### config.mk
export PLATFORM = sky130hd
export DESIGN_NAME = bgtp_div3
export DESIGN_NICKNAME = d
export VERILOG_FILES = /design/src/hw/rtl/bgtp_pkg.sv /design/src/hw/rtl/bgtp_div3.sv
export SDC_FILE = /design/constraint.sdc
export NUM_CORES = 1
export LEC_CHECK = 0
export BUFFER_PORTS_ARGS = -buffer_cell sky130_fd_sc_hd__buf_2
export CELL_PAD_IN_SITES_DETAIL_PLACEMENT = 1
export CELL_PAD_IN_SITES_GLOBAL_PLACEMENT = 1
export CORE_MARGIN = 8
export CORE_UTILIZATION = 36
export DETAILED_ROUTE_END_ITERATION = 8
export PLACE_DENSITY_LB_ADDON = 0.1
export SYNTH_ARGS = -nofsm -noshare
export SYNTH_HDL_FRONTEND = slang
export SYNTH_SLANG_ARGS = --single-unit
### constraint.sdc
create_clock -name clk -period 3.8 [get_ports clk]
set_input_delay 0.57 -clock clk [delete_from_list [all_inputs] [get_ports clk]]
set_output_delay 0.57 -clock clk [all_outputs]
set_load 0.03 [all_outputs]
### src/hw/rtl/bgtp_pkg.sv
package bgtp_pkg;

	localparam int TASK_SLOTS = 16;
	localparam int SLOT_W     = $clog2(TASK_SLOTS);
	localparam int CNT_W      = $clog2(TASK_SLOTS + 1);
	localparam int TIME_BITS  = 32;

	// Divide-by-three unit: the dividend 2*burst+old is below 3*2^TIME_BITS.
	localparam int DIV_W      = TIME_BITS + 2;
	localparam int DIV_RADIX  = 4;
	localparam int DIV_STEPS  = (DIV_W + DIV_RADIX - 1) / DIV_RADIX;
	localparam int DIV_PAD_W  = DIV_STEPS * DIV_RADIX;
	localparam int DIV_CNT_W  = $clog2(DIV_STEPS + 1);

	localparam logic [1:0] FN_TICK   = 2'd0;
	localparam logic [1:0] FN_INSERT = 2'd1;
	localparam logic [1:0] FN_REMOVE = 2'd2;

	typedef struct packed {
		logic                 valid;
		logic [TIME_BITS-1:0] e;
		logic [TIME_BITS-1:0] q;
	} entry_t;

	typedef struct packed {
		logic   en;
		entry_t d;
	} cell_wr_t;

endpackage

### src/hw/rtl/bgtp_div3.sv
module bgtp_div3 (
	input  logic                                  clk,
	input  logic                                  arst_n,
	input  logic                                  start,
	input  logic [bgtp_pkg::DIV_W-1:0]            dividend,
	output logic                                  done_q,
	output logic [bgtp_pkg::TIME_BITS-1:0]        quotient
);
	import bgtp_pkg::*;

	logic [1:0]             rem_q;
	logic [DIV_PAD_W-1:0]   sh_q;
	logic [DIV_CNT_W-1:0]   cnt_q;
	logic [1:0]             rem_nx;
	logic [DIV_PAD_W-1:0]   sh_nx;

	// Long division by three, DIV_RADIX quotient bits per cycle. Quotient
	// bits shift in from the right as dividend bits leave on the left.
	always_comb begin
		logic [2:0] t;
		logic       qb;
		rem_nx = rem_q;
		sh_nx  = sh_q;
		for (int k = 0; k < DIV_RADIX; k++) begin
			t = {rem_nx, sh_nx[DIV_PAD_W-1]};
			if (t >= 3'd3) begin
				t  = t - 3'd3;
				qb = 1'b1;
			end else begin
				qb = 1'b0;
			end
			rem_nx = t[1:0];
			sh_nx  = {sh_nx[DIV_PAD_W-2:0], qb};
		end
	end

	always_ff @(posedge clk or negedge arst_n) begin
		if (!arst_n) begin
			rem_q  <= '0;
			sh_q   <= '0;
			cnt_q  <= '0;
			done_q <= 1'b0;
		end else if (start) begin
			rem_q  <= '0;
			sh_q   <= DIV_PAD_W'(dividend);
			cnt_q  <= DIV_CNT_W'(DIV_STEPS);
			done_q <= 1'b0;
		end else if (cnt_q != '0) begin
			rem_q  <= rem_nx;
			sh_q   <= sh_nx;
			cnt_q  <= cnt_q - 1'b1;
			done_q <= (cnt_q == DIV_CNT_W'(1));
		end else begin
			done_q <= 1'b0;
		end
	end

	assign quotient = sh_q[TIME_BITS-1:0];

endmodule
==> results.md <==
- Status: finished clean
- Top-Level Pins: 70
- Total Die Area: 10,200 um^2
- First-pass GRT wire length: 11.7 mm
- Port Buffers: 69
- Xor/xnor share of the synthesized area: 0.672%
- Maximum clock insertion buffer count: 2
- VDD IR-drop max: 216 uV
- Data required time of the critical path: 4.03 ns
- Max-slew headroom: 34.2%
- DIE HEIGHT: 101 um
- Hpwl dp: 5.19 mm
- Routability cong.: 0.841
- Final setup skew: 0.00615 ns
- Routed len/inst: 16.8 um
- Synth cell types: 40
- Power Total: 1780 uW
- Final nets: 366
- TritonCTS Buffers: 5
- Layout cell share with drive strength beyond 1: 32.2%
- Hold Vio Cnt, Final: 0
- Number of synthesis warnings: 0
- TritonCTS clock tree: done
- Fmax: 269 MHz
- Mux cell area share after synthesis: 12.3%
- Critical Path End Type: flip-flop
- Core ar.: 7140 um^2
- CP Max Fanout: 5
- Mapped Nets: 325
- CTS Root Cell: clkbuf_8
- Routed vias/inst: 4.93
- Crit path DAT: 3.95 ns
- Cell Pwr Density: 586 nW/um^2
- H-tree depth: 2
- Total congestion overflow: 0
- Crit Path Class: flip-flop to flip-flop
- 1st-iter DRT viols: 94
- Post-Synth Simple-Gate Area: 14.2%
- Pin count of the biggest net entering global routing: 45
- Drt first pass iters: 3
- Pins Over Slew Limit: 0
- Register area share after synthesis: 41.3%
- Largest family of logic cells by synthesized area: compound AO/OA/AOI/OAI gates
- Leakage: 0.00149 uW
- Post-synthesis cell count: 281
- Synth top area cells: dfrtp_1 41%, mux2i_1 12%, buf_4 9.2%, o21ai_0 7.3%, nand2_1 5.8%
- Vias in the first global route: 2,279
- Total wire length: 7.10 mm
- Post-synth EDFFs: 0
- Vias: 2,080
- Cell with the most instances after synthesis: dfrtp_1
- Initial antenna violation count: 0
- Post-synth top flop: dfrtp_1
- Final setup viols: 0
- Maxcap violations: 0
- Worst hold path class: primary input to asynchronous set/reset pin
- Clk sinks: 43
- Reg clk slew, reported paths: 0.09 ns
- Worst skew pair latency: 0.30 ns
- Initial Utilization: 36.5%
- Row count: 31
- Period minus WS final: 3.72 ns
- Final hold slack: 0.418 ns
- Post-CTS Hold Buffers: 0
- Post-synthesis adder-cell area fraction: 3.36%
- Area growth, synth to finish: 16.8%
- Worst Tran Pin Value: 0.987 ns
- RSZ-0062 raised after global routing: yes
- Diode count: 0
- Mapped Avg Cell Area: 9.27 um^2
- Die Wd: 101 um
- Area leader, netlist: dfrtp_1
- Synth Area in Compound Gates: 15.3%
- DRC Markers: 0
- Tcrit/Tclk final: 97.8%
- Global-route usage over all layers: 14.5%
- Ys async rst share: 100%
- Antenna viol nets, final: 0
- Synth cell count leaders: 43 x dfrtp_1, 40 x nand2_1, 38 x o21ai_0
- Crit path launch type: flip-flop
- Mapped cell area: 2610 um^2
- Top cell type's share of synthesized area: 41.3%
- Yosys reg bits: 43
-- where the power goes --
group          internal [uW]  switching (uW)
Sequential               534            80.0
Combinational            382             496
Clock                    129             163
-- metal layers --
metal / up-vias / track usage [%] / share of wire [%]
met5: - / 0 / 0
met4: 0 / 4.58 / 1.4
met3: 7 / 4.90 / 5.8
met2: 45 / 23.3 / 48
met1: 1006 / 17.7 / 45
li1: 1022 / - / -
-- logic make-up (layout without fill, tap and decap cells) --
kind of cell	Yosys count	in the layout
mux	32	32
compound gates	64	64
buf+inv	56	98
flops	43	43
xor+xnor	2	2
simple gates	77	77
fa+ha+maj	7	7
-- layout by cell type, fill, tap and decap left out, types with 4 or more instances in the layout --
cell and count:
dfrtp_1 43, nand2_1 40, clkbuf_8 5, a21oi_1 4, buf_2 69, o21ai_0 37
nor2_1 10, inv_1 7, nand3_1 4, mux2i_1 32, a211o_1 4, buf_4 14
-- what timing repair did --
action                                  CTS  global route
pin swaps                                 6             2
hold endpoints to repair                  0             0
setup buffers                             3             1
endpoints found under the setup margin    2             3
gates resized for setup                   4             5
-- path summary, 6_finish.rpt --
| check | depth (start not counted) | slack (ns) | start | to |
|---|---|---|---|---|
| hold reg to reg | 1 | 0.52 | cnt_q[2] | done_q |
| hold / removal | 1 | 0.42 | arst_n | sh_q[3] |
| setup / recovery | 17 | 0.08 | rem_q[0] | rem_q[1] |
| setup reg to reg | 17 | 0.08 | rem_q[0] | rem_q[1] |
| min in group clk | 3 | 0.47 | dividend[12] | sh_q[12] |
| max in group asynchronous | 1 | 2.75 | arst_n | sh_q[9] |
-- cell type report --
| class | count | area [um^2] |
|---|---|---|
| Timing Repair Buffer | 83 | 450 |
| Multi-Input combinational cell | 182 | 1280 |
| Fill cell | 865 | 4090 |
| Sequential cell | 43 | 1080 |
| Tap cell | 99 | 124 |
| Inverter | 7 | 26.3 |
| Clock inverter | 2 | 12.5 |
| Clock buffer | 6 | 72.6 |
-- worst max-delay path, stage by stage, from the launching register on --
cell and delay, ns:
dfrtp_1 0.42, ha_4 0.19, or3_4 0.39, a21oi_4 0.18, ha_4 0.17, nor3b_1 0.05, o21ai_1 0.18, o221ai_2 0.13
ha_2 0.22, or3b_1 0.34, a211o_1 0.25, and3_4 0.20, a21oi_4 0.14, ha_4 0.16, a31oi_1 0.05, o2bb2ai_1 0.17
or3_1 0.31, o21ai_1 0.12
-- metrics by stage --
step | util (%) | setup TNS [ns] | area [um^2] | setup slack (ns) | cells
2_1_floorplan | - | -0.0567 | 2630 | -0.0567 | 281
3_3_place_gp | 40.0 | 0 | 2860 | 0.0488 | 410
3_5_place_dp | 40.0 | -0.155 | 2860 | -0.154 | 410
4_1_cts | 42.0 | 0 | 3000 | 0.00649 | 421
5_1_grt | 42.6 | -0.173 | 3040 | -0.0876 | 422
6_report | 42.6 | 0 | 3040 | 0.0832 | 422
-- state kept, by name, indices dropped and copies added, names as in the netlist --
register,count
cnt_q,4
done_q,1
rem_q,2
sh_q,36
Power figures use the tool's default switching activity.
